### config.mk
export PLATFORM = sky130hd
export DESIGN_NAME = dashed_line_rasterizer
export DESIGN_NICKNAME = d
export VERILOG_FILES = /design/src/sv/dlr_pkg.sv /design/src/sv/dlr_ctrl.sv /design/src/sv/dlr_datapath.sv /design/src/sv/dashed_line_rasterizer.sv
export SDC_FILE = /design/constraint.sdc
export NUM_CORES = 1
export LEC_CHECK = 0
export BUFFER_PORTS_ARGS = -buffer_cell sky130_fd_sc_hd__buf_2
export CORE_MARGIN = 1
export CORE_UTILIZATION = 40
export DETAILED_ROUTE_END_ITERATION = 10
export GPL_ROUTABILITY_DRIVEN = 1
export GPL_TIMING_DRIVEN = 0
export PLACE_DENSITY = 0.58
export SYNTH_ARGS = -nofsm -noshare
export SYNTH_HDL_FRONTEND = slang
export SYNTH_SLANG_ARGS = --single-unit
### constraint.sdc
create_clock -name clock -period 13.4 [get_ports clock]
set_input_delay 2.68 -clock clock [delete_from_list [all_inputs] [get_ports clock]]
set_output_delay 2.68 -clock clock [all_outputs]
set_load 0.01 [all_outputs]
### src/sv/dlr_pkg.sv
`default_nettype none

package dlr_pkg;

   // default coordinate width and the fixed width of the pixel ports
   localparam int DEF_COORD_WIDTH = 7;
   localparam int PIX_WIDTH       = 7;

   // controller to datapath commands
   typedef struct packed {
      logic load;     // latch line setup from the request
      logic step;     // advance the walk by one pixel
      logic capture;  // load the current pixel into the result register
   } dlr_cmd_type;

   // datapath to controller status
   typedef struct packed {
      logic emit;       // current pixel is an even-numbered one
      logic last_step;  // no major-axis steps left
      logic last_emit;  // current emitted pixel is the final emitted one
   } dlr_status_type;

endpackage

`default_nettype wire

### src/sv/dlr_ctrl.sv
`default_nettype none

module dlr_ctrl
   import dlr_pkg::*;
(
   input  wire logic           clock,
   input  wire logic           reset,
   input  wire logic           req_valid,
   output logic                req_ready,
   output logic                rsp_valid,
   input  wire logic           rsp_ready,
   input  wire dlr_status_type stat,
   output dlr_cmd_type         cmd
);

   typedef enum logic {
      ST_IDLE,
      ST_WALK
   } state_type;

   state_type state_ff, state_in;
   logic      out_valid_ff, out_valid_in;
   logic      slot_free;
   logic      fire;

   assign slot_free = !out_valid_ff || rsp_ready;
   // an odd pixel needs no slot, an even one waits for a free result register
   assign fire      = (state_ff == ST_WALK) && (!stat.emit || slot_free);

   always_comb begin
      state_in     = state_ff;
      cmd.load     = 1'b0;
      cmd.step     = 1'b0;
      cmd.capture  = 1'b0;
      case (state_ff)
         ST_IDLE: begin
            if (req_valid) begin
               cmd.load = 1'b1;
               state_in = ST_WALK;
            end
         end
         ST_WALK: begin
            if (fire) begin
               cmd.capture = stat.emit;
               if (stat.last_step) begin
                  state_in = ST_IDLE;
               end else begin
                  cmd.step = 1'b1;
               end
            end
         end
         default: begin
            state_in = ST_IDLE;
         end
      endcase

      if (cmd.capture) begin
         out_valid_in = 1'b1;
      end else if (rsp_ready) begin
         out_valid_in = 1'b0;
      end else begin
         out_valid_in = out_valid_ff;
      end
   end

   always_ff @(posedge clock) begin
      if (reset) begin
         state_ff     <= ST_IDLE;
         out_valid_ff <= 1'b0;
      end else begin
         state_ff     <= state_in;
         out_valid_ff <= out_valid_in;
      end
   end

   assign req_ready = (state_ff == ST_IDLE);
   assign rsp_valid = out_valid_ff;

endmodule

`default_nettype wire

### src/sv/dlr_datapath.sv
`default_nettype none

module dlr_datapath
   import dlr_pkg::*;
#(
   parameter int COORD_WIDTH = DEF_COORD_WIDTH
)
(
   input  wire logic                 clock,
   input  wire logic [PIX_WIDTH-1:0] req_start_x,
   input  wire logic [PIX_WIDTH-1:0] req_end_x,
   input  wire logic [PIX_WIDTH-1:0] req_start_y,
   input  wire logic [PIX_WIDTH-1:0] req_end_y,
   input  wire dlr_cmd_type          cmd,
   output dlr_status_type            stat,
   output logic [PIX_WIDTH-1:0]      rsp_pixel_x,
   output logic [PIX_WIDTH-1:0]      rsp_pixel_y,
   output logic                      rsp_last_pixel
);

   localparam int ERR_WIDTH = COORD_WIDTH + 3;

   logic [COORD_WIDTH-1:0]        x0, x1, y0, y1;
   logic                          xdown, ydown, ymajor;
   logic [COORD_WIDTH-1:0]        dx, dy, major_l, minor_l;
   logic signed [ERR_WIDTH-1:0]   err_init;

   logic [COORD_WIDTH-1:0]        cur_x_ff, cur_x_in;
   logic [COORD_WIDTH-1:0]        cur_y_ff, cur_y_in;
   logic signed [ERR_WIDTH-1:0]   err_ff, err_in;
   logic [COORD_WIDTH-1:0]        steps_ff, steps_in;
   logic                          parity_ff, parity_in;
   logic [COORD_WIDTH-1:0]        dx_ff, dy_ff;
   logic                          xdown_ff, ydown_ff, ymajor_ff;

   logic [COORD_WIDTH-1:0]        major_s, minor_s;
   logic signed [ERR_WIDTH-1:0]   inc_step, inc_stay;
   logic [COORD_WIDTH-1:0]        x_next, y_next;

   logic [PIX_WIDTH-1:0]          pix_x_ff, pix_y_ff;
   logic                          last_ff;

   // line setup from the masked request
   assign x0      = req_start_x[COORD_WIDTH-1:0];
   assign x1      = req_end_x[COORD_WIDTH-1:0];
   assign y0      = req_start_y[COORD_WIDTH-1:0];
   assign y1      = req_end_y[COORD_WIDTH-1:0];
   assign xdown   = (x1 < x0);
   assign ydown   = (y1 < y0);
   assign dx      = xdown ? (x0 - x1) : (x1 - x0);
   assign dy      = ydown ? (y0 - y1) : (y1 - y0);
   assign ymajor  = !(dx > dy);
   assign major_l = ymajor ? dy : dx;
   assign minor_l = ymajor ? dx : dy;
   assign err_init = (ERR_WIDTH'(minor_l) << 1) - ERR_WIDTH'(major_l);

   // per-step increments from the stored setup
   assign major_s  = ymajor_ff ? dy_ff : dx_ff;
   assign minor_s  = ymajor_ff ? dx_ff : dy_ff;
   assign inc_step = (ERR_WIDTH'(minor_s) - ERR_WIDTH'(major_s)) << 1;
   assign inc_stay = ERR_WIDTH'(minor_s) << 1;
   assign x_next   = xdown_ff ? (cur_x_ff - COORD_WIDTH'(1)) : (cur_x_ff + COORD_WIDTH'(1));
   assign y_next   = ydown_ff ? (cur_y_ff - COORD_WIDTH'(1)) : (cur_y_ff + COORD_WIDTH'(1));

   always_comb begin
      cur_x_in  = cur_x_ff;
      cur_y_in  = cur_y_ff;
      err_in    = err_ff;
      steps_in  = steps_ff;
      parity_in = parity_ff;
      if (cmd.load) begin
         cur_x_in  = x0;
         cur_y_in  = y0;
         err_in    = err_init;
         steps_in  = major_l;
         parity_in = 1'b0;
      end else if (cmd.step) begin
         if (!err_ff[ERR_WIDTH-1]) begin
            err_in = err_ff + inc_step;
            if (ymajor_ff) begin
               cur_x_in = x_next;
            end else begin
               cur_y_in = y_next;
            end
         end else begin
            err_in = err_ff + inc_stay;
         end
         if (ymajor_ff) begin
            cur_y_in = y_next;
         end else begin
            cur_x_in = x_next;
         end
         steps_in  = steps_ff - COORD_WIDTH'(1);
         parity_in = !parity_ff;
      end
   end

   always_ff @(posedge clock) begin
      cur_x_ff  <= cur_x_in;
      cur_y_ff  <= cur_y_in;
      err_ff    <= err_in;
      steps_ff  <= steps_in;
      parity_ff <= parity_in;
      if (cmd.load) begin
         dx_ff     <= dx;
         dy_ff     <= dy;
         xdown_ff  <= xdown;
         ydown_ff  <= ydown;
         ymajor_ff <= ymajor;
      end
      if (cmd.capture) begin
         pix_x_ff <= PIX_WIDTH'(cur_x_ff);
         pix_y_ff <= PIX_WIDTH'(cur_y_ff);
         last_ff  <= stat.last_emit;
      end
   end

   assign stat.emit      = !parity_ff;
   assign stat.last_step = (steps_ff == '0);
   // an even pixel is the final emitted one when at most one step remains
   assign stat.last_emit = (steps_ff <= COORD_WIDTH'(1));

   assign rsp_pixel_x    = pix_x_ff;
   assign rsp_pixel_y    = pix_y_ff;
   assign rsp_last_pixel = last_ff;

endmodule

`default_nettype wire

### src/sv/dashed_line_rasterizer.sv
// channel | handshake             | payload
// req     | req_valid, req_ready  | req_start_x, req_end_x, req_start_y, req_end_y
// rsp     | rsp_valid, rsp_ready  | rsp_pixel_x, rsp_pixel_y, rsp_last_pixel
//
// one transaction on req is one line; it yields one rsp transaction per even pixel
// a line is accepted from idle, then the single-step bresenham loop walks its major delta + 1
//    pixels in turn, up to 128 pixels at the default width
// reset is synchronous and active high; it clears the controller and the result valid
// rsp stalls only hold the walk on even pixels; odd pixels step through regardless
// req_ready is low while a line is walked; a finished pixel waits in the result register
`default_nettype none

module dashed_line_rasterizer
   import dlr_pkg::*;
#(
   parameter int COORD_WIDTH = DEF_COORD_WIDTH
)
(
   input  wire logic                 clock,
   input  wire logic                 reset,
   // line request
   input  wire logic                 req_valid,
   output logic                      req_ready,
   input  wire logic [PIX_WIDTH-1:0] req_start_x,
   input  wire logic [PIX_WIDTH-1:0] req_end_x,
   input  wire logic [PIX_WIDTH-1:0] req_start_y,
   input  wire logic [PIX_WIDTH-1:0] req_end_y,
   // pixel results
   output logic                      rsp_valid,
   input  wire logic                 rsp_ready,
   output logic [PIX_WIDTH-1:0]      rsp_pixel_x,
   output logic [PIX_WIDTH-1:0]      rsp_pixel_y,
   output logic                      rsp_last_pixel
);

   // command and status between controller and datapath
   dlr_cmd_type    cmd;
   dlr_status_type stat;

   // sequencer: idle / walk, owns the result valid
   dlr_ctrl u_ctrl (
      .clock     (clock),
      .reset     (reset),
      .req_valid (req_valid),
      .req_ready (req_ready),
      .rsp_valid (rsp_valid),
      .rsp_ready (rsp_ready),
      .stat      (stat),
      .cmd       (cmd)
   );

   // bresenham walk registers and the result register
   dlr_datapath #(
      .COORD_WIDTH (COORD_WIDTH)
   ) u_datapath (
      .clock          (clock),
      .req_start_x    (req_start_x),
      .req_end_x      (req_end_x),
      .req_start_y    (req_start_y),
      .req_end_y      (req_end_y),
      .cmd            (cmd),
      .stat           (stat),
      .rsp_pixel_x    (rsp_pixel_x),
      .rsp_pixel_y    (rsp_pixel_y),
      .rsp_last_pixel (rsp_last_pixel)
   );

   // a line is only latched on an accepted request
   a_load_on_accept: assert property (@(posedge clock) disable iff (reset)
      cmd.load |-> (req_valid && req_ready))
      else $error("line setup loaded without a request transaction");

   // the walk never steps past the end point
   a_no_overstep: assert property (@(posedge clock) disable iff (reset)
      cmd.step |-> !stat.last_step)
      else $error("walk stepped with no steps left");

   // capturing the end point ends the line and frees the request side
   a_last_frees_req: assert property (@(posedge clock) disable iff (reset)
      (cmd.capture && stat.last_step) |=> (req_ready && rsp_valid && rsp_last_pixel))
      else $error("final pixel captured but line did not finish");

   // a pixel is never captured over an unconsumed result
   a_no_overwrite: assert property (@(posedge clock) disable iff (reset)
      cmd.capture |-> (!rsp_valid || rsp_ready))
      else $error("result register overwritten while stalled");

endmodule

`default_nettype wire

# Yosys cells after proc, flatten, opt, wreduce, memory -nomap -nowiden
# Index checks and enable logic that the tools add are counted.
totals:
  ff_bits: 66
  in_bits: 32
  out_inout_bits: 17
  wordCells: 76
op_classes:
  add_sub_neg: 13
  magnitude_cmp: 4
  n_eq_ne: 2
  muxes: 30
  n_bitwise: 1
  n_reduce_logical: 11
ops:
  columns: ["op", "n"]
  rows:
  - ["7-bit 2-to-1 mux", 18]
  - ["10-bit 2-to-1 mux", 3]
  - ["7-bit subtractor", 4]
  - ["7-bit by 1-bit subtractor with 7-bit output (second input constant)", 3]
  - ["7-bit by 1-bit adder with 7-bit output (second input constant)", 2]
  - ["7-bit less-than comparator", 2]
  - ["10-bit adder", 1]
  - ["10-bit by 9-bit adder with 10-bit output", 1]
  - ["8-bit by 7-bit subtractor with 9-bit output", 1]
  - ["7-bit by 7-bit subtractor with 8-bit output", 1]
  - ["7-bit greater-than comparator", 1]
  - ["7-bit by 1-bit less-or-equal comparator with 1-bit output (second input constant)", 1]
  - ["7-bit zero test", 1]
  - ["1-bit 2-to-1 mux", 6]
  - ["3-bit inequality test (second input constant)", 2]
  - ["2-bit 2-to-1 mux", 2]
  - ["2-bit AND reduction", 2]
  - ["2-bit nonzero test", 2]
  - ["1-bit zero test", 3]
  - ["1-bit logical OR", 2]
  - ["1-bit one-hot mux with 2 select lines", 1]
  - ["1-bit logical AND", 1]
  - ["1-bit NOT", 1]

# Longest topological paths before layout
# Gate-level depths: netlist (run 1).
logic_depth:
  depth_word: 8
  mapped_depth: 30
  depth_no_buf: 29

# Modules after synthesis
# Synthesis (run 1) repeated with hierarchy kept, for this count alone.
unflattened:
  cells_unflattened: 557
  area_unflattened_um2: 5446.5
modules_own_cells:
  columns: ["mod", "instances", "cells_each", "area_per_inst_um2", "seq_area_each_um2"]
  rows:
  - ["dlr_datapath", 1, 543, 5335.1, 1881.8]
  - ["dlr_ctrl", 1, 14, 111.4, 40.0]

# Worst setup path before layout (run 1)
# Ideal clock, no wire load.
synth_path:
  path_kind: "input-to-reg"
  start: "in req_start_y[2]"
  end: "reg u_datapath.err_ff[5], data pin"
  setup_time_ns: 0.269
  arrival_ns: 7.862
  required_ns: 13.131
  path_slack_ns: 5.269
  path_stages: 26
  path_buffers: 2
  cell_sequence: "inv_1 ha_1 and3b_1 o21ai_2 and2_4 buf_6 mux2i_1 nand2_1 a221o_1 xnor2_1 inv_1 ha_1 and3_1 a221o_1 a21o_1 a311oi_2 nor2_1 clkbuf_1 mux2_2 ha_1 nand2_1 or4_1 a41oi_1 o21ai_0 nand3_1 o21ai_0"
synth_via:
  elab_chain_len: 6
  elab_cells_between_ends: 9
  classes_between: "add/sub (3); order compare (2); mux (4)"
synth_rtl:
  columns: ["element", "line_no", "source"]
  rows:
  - ["start: declaration", "dashed_line_rasterizer.sv:26", "input wire logic [PIX_WIDTH-1:0] req_start_y,"]
  - ["7-bit less-than comparator (*)", "dlr_datapath.sv:49", "assign ydown = (y1 < y0);"]
  - ["named net u_datapath.ydown", "dlr_datapath.sv:24", "logic xdown, ydown, ymajor;"]
  - ["7-bit 2-to-1 mux (*)", "dlr_datapath.sv:51", "assign dy = ydown ? (y0 - y1) : (y1 - y0);"]
  - ["named net u_datapath.dy[5]", "dlr_datapath.sv:25", "logic [COORD_WIDTH-1:0] dx, dy, major_l, minor_l;"]
  - ["7-bit greater-than comparator", "dlr_datapath.sv:52", "assign ymajor = !(dx > dy);"]
  - ["7-bit 2-to-1 mux (on tied branches)", "dlr_datapath.sv:54, dlr_datapath.sv:53", null]
  - ["8-bit by 7-bit subtractor with 9-bit output (*)", "dlr_datapath.sv:55", "assign err_init = (ERR_WIDTH'(minor_l) << 1) - ERR_WIDTH'(major_l);"]
  - ["10-bit 2-to-1 mux (*)", "dlr_datapath.sv:71", "if (cmd.load) begin"]
  - ["named net u_datapath.err_in[5]", "dlr_datapath.sv:30", "logic signed [ERR_WIDTH-1:0] err_ff, err_in;"]
  - ["end signal: assignment", "dlr_datapath.sv:101", "err_ff <= err_in;"]
  - ["end: declaration", "dlr_datapath.sv:30", null]
# The timed path passes the listed nets; every way through them passes the cells marked *.
# A chain may end at the register's enable or synchronous reset.

# Worst setup path in the final report (run 1)
# Ends and elaborated chain as after synthesis.

==> results of run 1 <==
-- flip-flops by register name, indices dropped and copies added, names as in the netlist, 7 cells and up --
| name | cells |
|---|---|
| u_datapath.cur_x_ff | 7 |
| u_datapath.rsp_pixel_y | 7 |
| u_datapath.cur_y_ff | 7 |
| u_datapath.err_ff | 9 |
| u_datapath.dx_ff | 7 |
| u_datapath.dy_ff | 7 |
| u_datapath.steps_ff | 7 |
| u_datapath.rsp_pixel_x | 7 |
-- final timing paths --
| path | depth (start not counted) | startpoint | slack [ns] | endpoint |
|---|---|---|---|---|
| setup / recovery | 28 | req_start_y[2] | 4.54 | u_datapath.err_ff[5] |
| hold / removal | 0 | u_datapath.cur_x_ff[5] | 0.45 | u_datapath.rsp_pixel_x[5] |
| setup reg to reg | 18 | u_datapath.ymajor_ff | 9.01 | u_datapath.err_ff[9] |
| hold reg to reg | 0 | u_datapath.cur_x_ff[5] | 0.45 | u_datapath.rsp_pixel_x[5] |
-- placed cells by master, fill, tap and decap left out, types with 3 or more instances in the layout --
| cell | n |
|---|---|
| ha_1 | 66 |
| mux2_2 | 13 |
| buf_2 | 48 |
| o211ai_1 | 3 |
| dfxtp_1 | 3 |
| o21ai_0 | 37 |
| nand2_1 | 40 |
| a21oi_1 | 49 |
| o21a_1 | 4 |
| nor2b_1 | 8 |
| xnor2_1 | 28 |
| o21bai_1 | 7 |
| nand3_1 | 6 |
| o31ai_1 | 6 |
| o21ai_1 | 5 |
| or3_1 | 4 |
| inv_1 | 65 |
| mux2i_1 | 15 |
| fa_1 | 9 |
| nor2_1 | 33 |
| nand2b_1 | 6 |
| clkbuf_16 | 9 |
| a21o_1 | 14 |
| clkbuf_1 | 13 |
| and3_1 | 4 |
| xor2_1 | 12 |
| nor3_1 | 6 |
| edfxtp_1 | 62 |
-- cell usage after synthesis (8+ instances only) --
library cell,instances
mux2_2,13
xnor2_1,28
clkbuf_1,11
o21ai_0,38
nor2b_1,8
nor2_1,34
fa_1,9
xor2_1,12
a21o_1,14
mux2i_1,15
nand2_1,40
inv_1,65
a21oi_1,49
ha_1,66
edfxtp_1,62
-- logic make-up after synthesis --
group | Yosys count | share of synthesized area, %
AOI/OAI and AO/OA | 147 | 16.99
xor gates and xnor gates | 40 | 6.489
adders and majority gates | 75 | 18.63
buffers and inverters | 79 | 5.631
DFF | 65 | 35.60
muxes | 29 | 5.910
and+or+nand+nor | 122 | 10.75
-- layout make-up --
class,instances,share of cell area [%]
buffer,13,0.9369
clock buffer,12,3.849
clock inverter,4,0.7128
inverter,66,4.033
multi-input combinational,413,51.69
sequential,65,31.28
tap,176,3.585
timing repair buffer,48,3.910
-- routing by layer --
| metal | vias up | routed length, um | GRT usage (%) |
|---|---|---|---|
| met5 | - | 0 | 0 |
| met4 | 0 | 163 | 6.250 |
| met3 | 14 | 457 | 3.764 |
| met2 | 64 | 5733 | 31.65 |
| met1 | 1949 | 5933 | 24.68 |
| li1 | 2088 | - | - |
-- critical path, cell delays in order --
cell and delay (ns):
buf_2 0.09, inv_1 0.06, ha_1 0.36, and3b_1 0.24
o21ai_2 0.22, and2_4 0.18, buf_6 0.13, mux2i_1 0.28
nand2_1 0.09, a221o_1 0.30, xnor2_1 0.48, inv_1 0.09
ha_1 0.32, and3_1 0.19, a221o_1 0.34, a21o_1 0.21
a311oi_2 0.46, nor2_1 0.14, clkbuf_1 0.26, nor2_1 0.16
a21oi_1 0.07, ha_1 0.38, nand2_1 0.10, or4_1 0.50
a41oi_1 0.25, o21ai_0 0.10, nand3_1 0.11, o21ai_0 0.10
-- power groups by stage --
stage | registers [mW] | clock network [mW] | logic, mW
6_report | 0.339 | 0.230 | 0.757
5_1_grt | 0.346 | 0.246 | 0.862
4_1_cts | 0.340 | 0.237 | 0.761
3_5_place_dp | 0.344 | 0 | 0.751
3_3_place_gp | 0.343 | 0 | 0.739
2_1_floorplan | 0.339 | 0 | 0.592
-- per-stage QoR --
step / utilization (%) / total power [mW]
after floorplan: - / 0.9305
after global placement: 44.42 / 1.081
after detailed placement: 44.44 / 1.095
after CTS: 46.57 / 1.338
after global routing: 46.58 / 1.453
final: 46.58 / 1.326
==> results.md, run 1 <==
- Multi-input gate area: 3176 um^2
- Fillers: 1258
- Largest net degree at the start of global routing: 27
- Root buf cell: clkbuf_16
- Power Internal: 789.2 uW
- Max-cap violations: 0
- Fin Setup TNS: 0 ns
- Cells after Synth: 557
- Hold buffers post-CTS: 0
- Max frequency: 112.9 MHz
- Worst-Skew Late Latency: 0.34 ns
- Comb pwr share: 57.1%
- Setup WS post-layout: 4.545 ns
- Final Wtd Congestion: 0.8934
- Place WS: 4.199 ns
- Worst EP required: 13.45 ns
- CTS max path bufs: 2
- Main flop type after synthesis: edfxtp_1
- Worst-path clk slew: 0.05 ns
- Die height: 118.2 um
- Number of distinct library cells after synthesis: 57
- WHS: 0.4495 ns
- Clk_skew: 0.01078 ns
- Final period util: 66.09%
- Setup repair bufs after CTS: 0
- Register area share after synthesis: 35.60%
- Overall routed net length: 12290 um
- Leak: 2.748 nW
- Net Sw Power: 537.3 uW
- Dpl cells: 781
- Vias: 4115
- #FFs+latches synth: 65
- Area after DPL: 5862 um^2
- Slew Limit Fails: 0
- Vias in the first global route: 4163
- DIE AREA: 13970 um^2
- Yosys top cell by area: edfxtp_1
- Fin area: 6143 um^2
- CTS sink cnt: 65
- Net Sw Frac: 40.50%
- Asr flop ratio synth: 0%
- Final Hold Viols: 0
- Critical path launch point type: primary input
- CP arrival: 8.91 ns
- Sequential Area: 1922 um^2
- Die width: 118.2 um
- RSZ-0062 raised after global routing: no
- Post-DR wirelength/cell: 15.42 um
- Status: finished clean
- Worst ir drop on vdd: 0.00009680 V
- DRC violations left: 0
- Buffers on Ports: 48
- Antenna fix cells: 0
- Syn Std Cell Area: 5399 um^2
- Via-per-instance ratio: 5.163
- Syn avg cell area: 9.693 um^2
- # IOs: 49
- Core area: 13190 um^2
- Net count, final: 723
- CTS Buf Count: 9
- Share of the synthesized area in the top cell type: 34.48%
- FP Rows: 42
- Hold crit path type: reg2reg
- Crit Path Category: in2reg
- Syn-to-layout area delta: 13.79%
- First-pass GRT wire length: 20510 um
- Largest cells by area after synthesis: edfxtp_1, ha_1, a21oi_1
- Power share of the clock group: 17.3%
- Layout cell share with drive strength beyond 1: 13.85%
- First-pass iteration count of the detailed router: 4
- Initial Util: 40.93%
- Detailed Route Iter0 Violations: 236
- CTS tree: done
- Critical path endpoint category: register
- Number of synthesized flops with an enable pin: 62
- Total track usage: 19.02%
- Final cell count without fillers: 797
- Antenna-violating nets left: 0
- Warnings from Yosys: 0
- Max FO, Critical Path: 10
- Part of the power in registers: 25.6%
- HPWL after DPL: 9662 um
- GRT Residual Overflow: 0
- Post-CTS Resized: 0
- Power per cell area: 215.9 nW/um^2
- Worst-Margin Slew: 1.045 ns
- Syn Nets: 664
- Min Clock Period, post-route: 8.855 ns
- H-tree depth: 3
- Slew headroom: 29.57%
- Setup violations, final: 0
- Initial antenna violation count: 0
(Power assumes the default switching activity.)
==> run 2: changes to the inputs <==
Settings changed: ABC_AREA set to 1.
Clock period 13.4 ns to 9.21 ns, I/O delays scaled along.
==> run 2 against run 1 <==
Net effect: largest cell class unchanged; die area is 1.4% higher; final cell count is 15% higher; sequential share of layout area is 0.63 points lower; critical path depth is 3 higher; area after synthesis is 1.4% higher; critical endpoint is now u_datapath.err_ff[6]; routed wire length is 2.8% higher; register-to-register slack worse by 4.2 ns; total power is 43% higher; clock skew is 0.0064 ns lower; clock-buffer cell count is 2 lower; highest routed layer unchanged.
==> results.md, run 2 <==
- Warnings from Yosys: 0 (unchanged)
- Cells after Synth: 674 (+21%)
- Overall routed net length: 12640 um (+2.8%)
- Commonest non-fill, non-tap cell in the layout: nand2_1
- Final period util: 75.96%
- Initial Util: 41.17% (+0.24 points)
- First-pass GRT wire length: 20940 um (+2.1%)
- Slew headroom: 49.65% (+20 points)
- Slowest CP cell: fa_1
- CP arrival: 7.06 ns (-1.85 ns)
- Detailed Route Iter0 Violations: 217 (-8.1%)
- CTS tree: done
- DIE AREA: 14160 um^2 (+1.4%)
- Synth Area in Compound Gates: 13.21% (-3.8 points)
- Largest register FFs: 9 (unchanged)
- Main flop type after synthesis: edfxtp_1
- Syn Std Cell Area: 5474 um^2 (+1.4%)
- R2R depth: 24 (+6)
- Commonest cells after routing, fill and taps aside: nand2_1, inv_1, ha_1, edfxtp_1, o21ai_0
- Max-cap violations: 0 (unchanged)
- Total power after layout: 1.898 mW (+43%)
- Leak: 3.057 nW (+11%)
- Worst r2r src: u_datapath.ymajor_ff
- WP depth: 31 (+11%)
- Syn-to-layout area delta: 14.54%
- Setup violations, final: 0 (unchanged)
- CTS Buf Count: 9 (unchanged)
- Number of distinct library cells after synthesis: 39 (-32%)
- First-pass iteration count of the detailed router: 4 (unchanged)
- Number of synthesized flops with an enable pin: 62 (unchanged)
- Root buf cell: clkbuf_16
- Buffers on Ports: 48 (unchanged)
- Yosys top cell by area: edfxtp_1
- Antenna-violating nets left: 0 (unchanged)
- Post-synthesis mux area share: 0.1829% (-5.7 points)
- Status: finished clean
- Most frequent cell after synthesis: nand2_1
- Reg2reg end: u_datapath.err_ff[8]
- FP Rows: 42 (unchanged)
- Post-DR wirelength/cell: 13.82 um (-10%)
- GRT Residual Overflow: 0 (unchanged)
- Final Wtd Congestion: 0.8443 (-5.5%)
- Simple-gate share of the synthesized area: 19.89% (+9.1 points)
- # IOs: 49 (unchanged)
- Hold crit path type: reg2reg
- Part of the power in registers: 25.2% (-0.4 points)
- Power Internal: 1.096 mW (+39%)
- Worst-Skew Late Latency: 0.33 ns (about the same)
- Fillers: 1280 (+1.7%)
- Crit Path Category: in2reg
- Min Clock Period, post-route: 6.996 ns
- Fin Setup TNS: 0 ns (unchanged)
- HPWL after DPL: 10020 um (+3.7%)
- Max FO, Critical Path: 10 (unchanged)
- Initial antenna violation count: 0 (unchanged)
- Worst-path clk slew: 0.06 ns (about the same)
- Net count, final: 840 (+16%)
- Biggest register: u_datapath.err_ff
- CTS max path bufs: 2 (unchanged)
- Net Sw Power: 801.8 uW (+49%)
- Net Sw Frac: 42.24% (+1.7 points)
- Post-Synth Adder-Cell Area: 18.38% (-0.26 points)
- Setup crit start: req_start_y[4]
- Post-synthesis xor/xnor area fraction: 4.160% (-2.3 points)
- Core area: 13300 um^2 (+0.80%)
- Die width: 119.0 um (+0.68%)
- Via-per-instance ratio: 4.897 (-5.2%)
- Final Hold Viols: 0 (unchanged)
- Worst-Margin Slew: 0.7535 ns (-0.2919 ns)
- Syn avg cell area: 8.122 um^2 (-16%)
- Vias: 4476 (+8.8%)
- Asr flop ratio synth: 0% (unchanged)
- Dpl cells: 898 (+15%)
- Power share of the clock group: 20.6% (+3.3 points)
- Total track usage: 18.89% (-0.13 points)
- Antenna fix cells: 0 (unchanged)
- Largest net degree at the start of global routing: 27 (unchanged)
- Critical path launch point type: primary input
- H-tree depth: 3 (unchanged)
- CP max stage delay: 0.42 ns (-0.08 ns)
- CTS sink cnt: 65 (unchanged)
- Largest family of logic cells by synthesized area: simple AND/OR/NAND/NOR gates
- #FFs+latches synth: 65 (unchanged)
- Largest cells by area after synthesis: edfxtp_1, ha_1, nand2_1
- Final cell count without fillers: 914 (+15%)
- Register area share after synthesis: 35.11% (-0.49 points)
- Place WS: 1.985 ns (-2.214 ns)
- Setup WS post-layout: 2.214 ns (-2.331 ns)
- Post-CTS Resized: 0 (unchanged)
- Crit path capture: u_datapath.err_ff[6]
- Vias in the first global route: 4389 (+5.4%)
- Comb pwr share: 54.2% (-2.9 points)
- Critical path endpoint category: register
- DRC violations left: 0 (unchanged)
- Worst EP required: 9.27 ns (-4.18 ns)
- Max frequency: 142.9 MHz
- Worst path bufs/invs: 7 (+2)
- Hold buffers post-CTS: 0 (unchanged)
- Most frequent cells after synthesis: nand2_1, inv_1, ha_1
- Die height: 119.0 um (+0.68%)
- RSZ-0062 raised after global routing: no
- Share of the synthesized area in the top cell type: 34.01% (-0.47 points)
- Power per cell area: 302.8 nW/um^2 (+40%)
- Worst ir drop on vdd: 0.00009915 V (+2.4%)
- R2R Setup Slk: 4.79 ns (-4.22 ns)
- Setup repair bufs after CTS: 0 (unchanged)
- Top cell family by delay on the critical path: compound AO/OA/AOI/OAI gates
- Syn Nets: 781 (+18%)
- Slew Limit Fails: 0 (unchanged)
- Layout cell share with drive strength beyond 1: 12.47% (-1.4 points)
- Clk_skew: 0.004330 ns (-0.006447 ns)
## run 2: cell type report
type / instances / area (um^2) / share of cell area, %
sequential: 65 / 1922 / 30.65
clock inverter: 6 / 106.4 / 1.696
buffer: 14 / 80.08 / 1.277
timing repair buffer: 48 / 240.2 / 3.832
inverter: 111 / 416.7 / 6.645
clock buffer: 10 / 229.0 / 3.652
tap: 176 / 220.2 / 3.512
multi-input combinational: 484 / 3055 / 48.73
## run 2: layer usage
metal | part of all wire (%) | track usage, %
met1 | 45 | 23.67
met2 | 50 | 33.72
met3 | 3.2 | 2.203
met4 | 1.3 | 5.775
met5 | 0 | 0
## run 2: worst min-delay path by stage
stage | to | depth (start not counted) | from
after detailed placement | u_datapath.parity_ff | 1 | u_datapath.parity_ff
after global routing | u_datapath.rsp_pixel_x[5] | 0 | u_datapath.cur_x_ff[5]
after floorplan | u_datapath.parity_ff | 1 | u_datapath.parity_ff
after global placement | u_datapath.parity_ff | 1 | u_datapath.parity_ff
after CTS | u_datapath.parity_ff | 1 | u_datapath.parity_ff
final | u_datapath.parity_ff | 1 | u_datapath.parity_ff
## run 2: power groups by stage
stage / combinational [mW] / sequential, mW / clock, mW
finish: 1.03 / 0.479 / 0.391
global route: 1.19 / 0.488 / 0.409
CTS: 1.03 / 0.480 / 0.398
detailed placement: 1.02 / 0.485 / 0
global placement: 0.990 / 0.482 / 0
floorplan: 0.792 / 0.476 / 0
## run 2: stage by stage
step	area, um^2	hold WS [ns]	utilization, %
6_report	6270	0.4474	47.16
5_1_grt	6270	0.4679	47.16
4_1_cts	6270	0.4501	47.16
3_5_place_dp	5934	0.4435	44.64
3_3_place_gp	5934	0.4378	44.64
2_1_floorplan	5474	0.4231	-
## run 2: cells by family after synthesis
kind of cell / count (synthesis)
AND/OR/NAND/NOR: 251
AO/OA/AOI/OAI: 131
buffers and inverters: 125
adder cells (fa/ha/maj): 75
flip-flops: 65
XOR/XNOR: 26
multiplexers: 1
==> run 3: changes to the inputs <==
Clock period 9.21 ns to 6.74 ns, I/O delays scaled along.
==> run 3 against run 2 <==
Net effect: combinational power increased by 37%; non-clock buffer count is the same; utilization grew 0.094 points; register-to-register slack worse by 2.5 ns; critical path depth unchanged; largest power group unchanged.
==> results.md, run 3 (same netlist as run 2, synthesis figures left out) <==
- Vias in the first global route: 4389 (unchanged)
- Commonest non-fill, non-tap cell in the layout: nand2_1
- Fillers: 1281 (+0.078%)
- Slowest CP cell: fa_1
- Leak: 3.059 nW (about the same)
- Fin Setup TNS: 0 ns (unchanged)
- CTS tree: done
- RSZ-0062 raised after global routing: no
- Vias: 4463 (-0.29%)
- Dpl cells: 898 (unchanged)
- Largest net degree at the start of global routing: 27 (unchanged)
- Critical path's most frequent cell: inv_1
- Area after DPL: 5934 um^2 (unchanged)
- WP depth: 31 (unchanged)
- CTS Buf Count: 9 (unchanged)
- Min Clock Period, post-route: 6.226 ns
- # IOs: 49 (unchanged)
- DR top layer: met4
- First-pass GRT wire length: 20940 um (unchanged)
- Worst EP required: 6.80 ns (-2.47 ns)
- Die width: 119.0 um (unchanged)
- Detailed Route Iter0 Violations: 278 (+28%)
- Critical path endpoint category: register
- Net count, final: 840 (unchanged)
- Die height: 119.0 um (unchanged)
- Syn-to-layout area delta: 14.77%
- Worst ir drop on vdd: 0.0001354 V (+37%)
- H-tree depth: 3 (unchanged)
- Hold path startpoint: u_datapath.parity_ff
- Worst-Skew Late Latency: 0.33 ns (about the same)
- Crit Path Category: in2reg
- Reg2reg end: u_datapath.err_ff[8]
- Worst-Margin Slew: 0.7455 ns (-0.007990 ns)
- Total track usage: 18.89% (unchanged)
- Max-cap violations: 0 (unchanged)
- R2R depth: 24 (unchanged)
- Max frequency: 160.6 MHz
- Final cell count without fillers: 914 (unchanged)
- Layout cell share with drive strength beyond 1: 12.74% (+0.27 points)
- CTS max path bufs: 2 (unchanged)
- Worst r2r src: u_datapath.ymajor_ff
- Post-DR wirelength/cell: 13.84 um (+0.12%)
- Largest register FFs: 9 (unchanged)
- Met2 Wirelength: 6376 um (+0.49%)
- CP max stage delay: 0.42 ns (about the same)
- Antenna-violating nets left: 0 (unchanged)
- CP arrival: 6.29 ns (-0.77 ns)
- Met3 wirelength from detailed routing: 346 um (-14%)
- Core area: 13300 um^2 (unchanged)
- Final period util: 92.37%
- Buffers on Ports: 48 (unchanged)
- Worst-case hold path end point: u_datapath.parity_ff
- Hold crit path type: reg2reg
- Setup WS post-layout: 0.5144 ns (-1.700 ns)
- Status: finished clean
- Place WS: 0.009034 ns (-1.976 ns)
- Slew Limit Fails: 0 (unchanged)
- Max FO, Critical Path: 10 (unchanged)
- Slew headroom: 50.18% (+0.53 points)
- Fin area: 6282 um^2 (+0.20%)
- Biggest register: u_datapath.err_ff
- Clk_skew: 0.004616 ns (+0.0002851 ns)
- R2R Setup Slk: 2.32 ns (-2.47 ns)
- Final Wtd Congestion: 0.8443 (unchanged)
- Final Hold Viols: 0 (unchanged)
- Top cell family by delay on the critical path: compound AO/OA/AOI/OAI gates
- Setup violations, final: 0 (unchanged)
- GRT Residual Overflow: 0 (unchanged)
- Via-per-instance ratio: 4.883 (-0.29%)
- Critical path launch point type: primary input
- WL met1: 5798 um (+1.2%)
- Initial antenna violation count: 0 (unchanged)
- Root buf cell: clkbuf_16
- Worst path bufs/invs: 8 (+1)
- CTS sink cnt: 65 (unchanged)
- Worst Hold Depth: 1 (unchanged)
- HPWL after DPL: 10020 um (unchanged)
- Overall routed net length: 12650 um (+0.12%)
- Initial Util: 41.17% (unchanged)
- Antenna fix cells: 0 (unchanged)
- Power per cell area: 413.7 nW/um^2 (+37%)
- DRC violations left: 0 (unchanged)
- DIE AREA: 14160 um^2 (unchanged)
- Commonest cells after routing, fill and taps aside: nand2_1, inv_1, ha_1, edfxtp_1, o21ai_0
- FP Rows: 42 (unchanged)
- First-pass iteration count of the detailed router: 5 (+1)
- Worst-path clk slew: 0.06 ns (about the same)
-- run 3: cell counts in the layout (fill, tap and decap cells not counted) --
No cell type changed its count.
-- run 3: metal layers --
metal	up-vias	track usage, %
li1	2331	-
met1	2054	23.67
met3	7	2.203
met5	-	0
met4	0	5.775
met2	71	33.72
-- run 3: per-stage QoR --
stage	hold slack, ns	utilization (%)	total power, mW
floorplan	0.4231	-	1.733
global placement	0.4378	44.64	2.012
detailed placement	0.4435	44.64	2.056
CTS	0.4501	47.16	2.602
global route	0.4679	47.25	2.851
finish	0.4471	47.25	2.599
-- run 3: worst max-delay path by stage --
stage | endpoint | slack (ns) | from
2_1_floorplan | u_datapath.err_ff[9] | 1.07 | req_start_y[4]
3_3_place_gp | u_datapath.err_ff[6] | 0.06 | req_start_y[4]
3_5_place_dp | u_datapath.err_ff[6] | 0.009 | req_start_y[4]
4_1_cts | u_datapath.err_ff[6] | 0.33 | req_start_y[4]
5_1_grt | u_datapath.err_ff[6] | 0.06 | req_start_y[5]
6_report | u_datapath.err_ff[6] | 0.51 | req_start_y[5]
-- run 3: area by class of cell --
| class | count | area [um^2] | area share (%) |
|---|---|---|---|
| Tap cell | 176 | 220.2 | 3.505 |
| Buffer | 14 | 80.08 | 1.275 |
| Multi-Input combinational cell | 484 | 3068 | 48.83 |
| Sequential cell | 65 | 1922 | 30.59 |
| Clock buffer | 10 | 229.0 | 3.645 |
| Inverter | 111 | 416.7 | 6.632 |
| Clock inverter | 6 | 106.4 | 1.693 |
| Timing Repair Buffer | 48 | 240.2 | 3.824 |
-- run 3: where the power goes --
part | switching (mW) | leakage [nW] | internal [mW]
Combinational | 0.871 | 2.28 | 0.538
Sequential | 0.0525 | 0.624 | 0.603
Clock | 0.175 | 0.160 | 0.359
-- run 3: timing repair --
item | in CTS | in global routing
buffers inserted | 0 | 0
gates resized for setup | 0 | 2
hold buffers | 0 | 0
setup endpoints to repair | 0 | 3
-- run 3: worst reg2reg max path, delay by kind of cell (launching register included) --
kind            cells  cell delay (ns)
xor+xnor            1             0.14
buf+inv             6             1.13
fa+ha+maj           3             0.89
simple gates        8             0.82
flops               1             0.34
compound gates      6             0.85
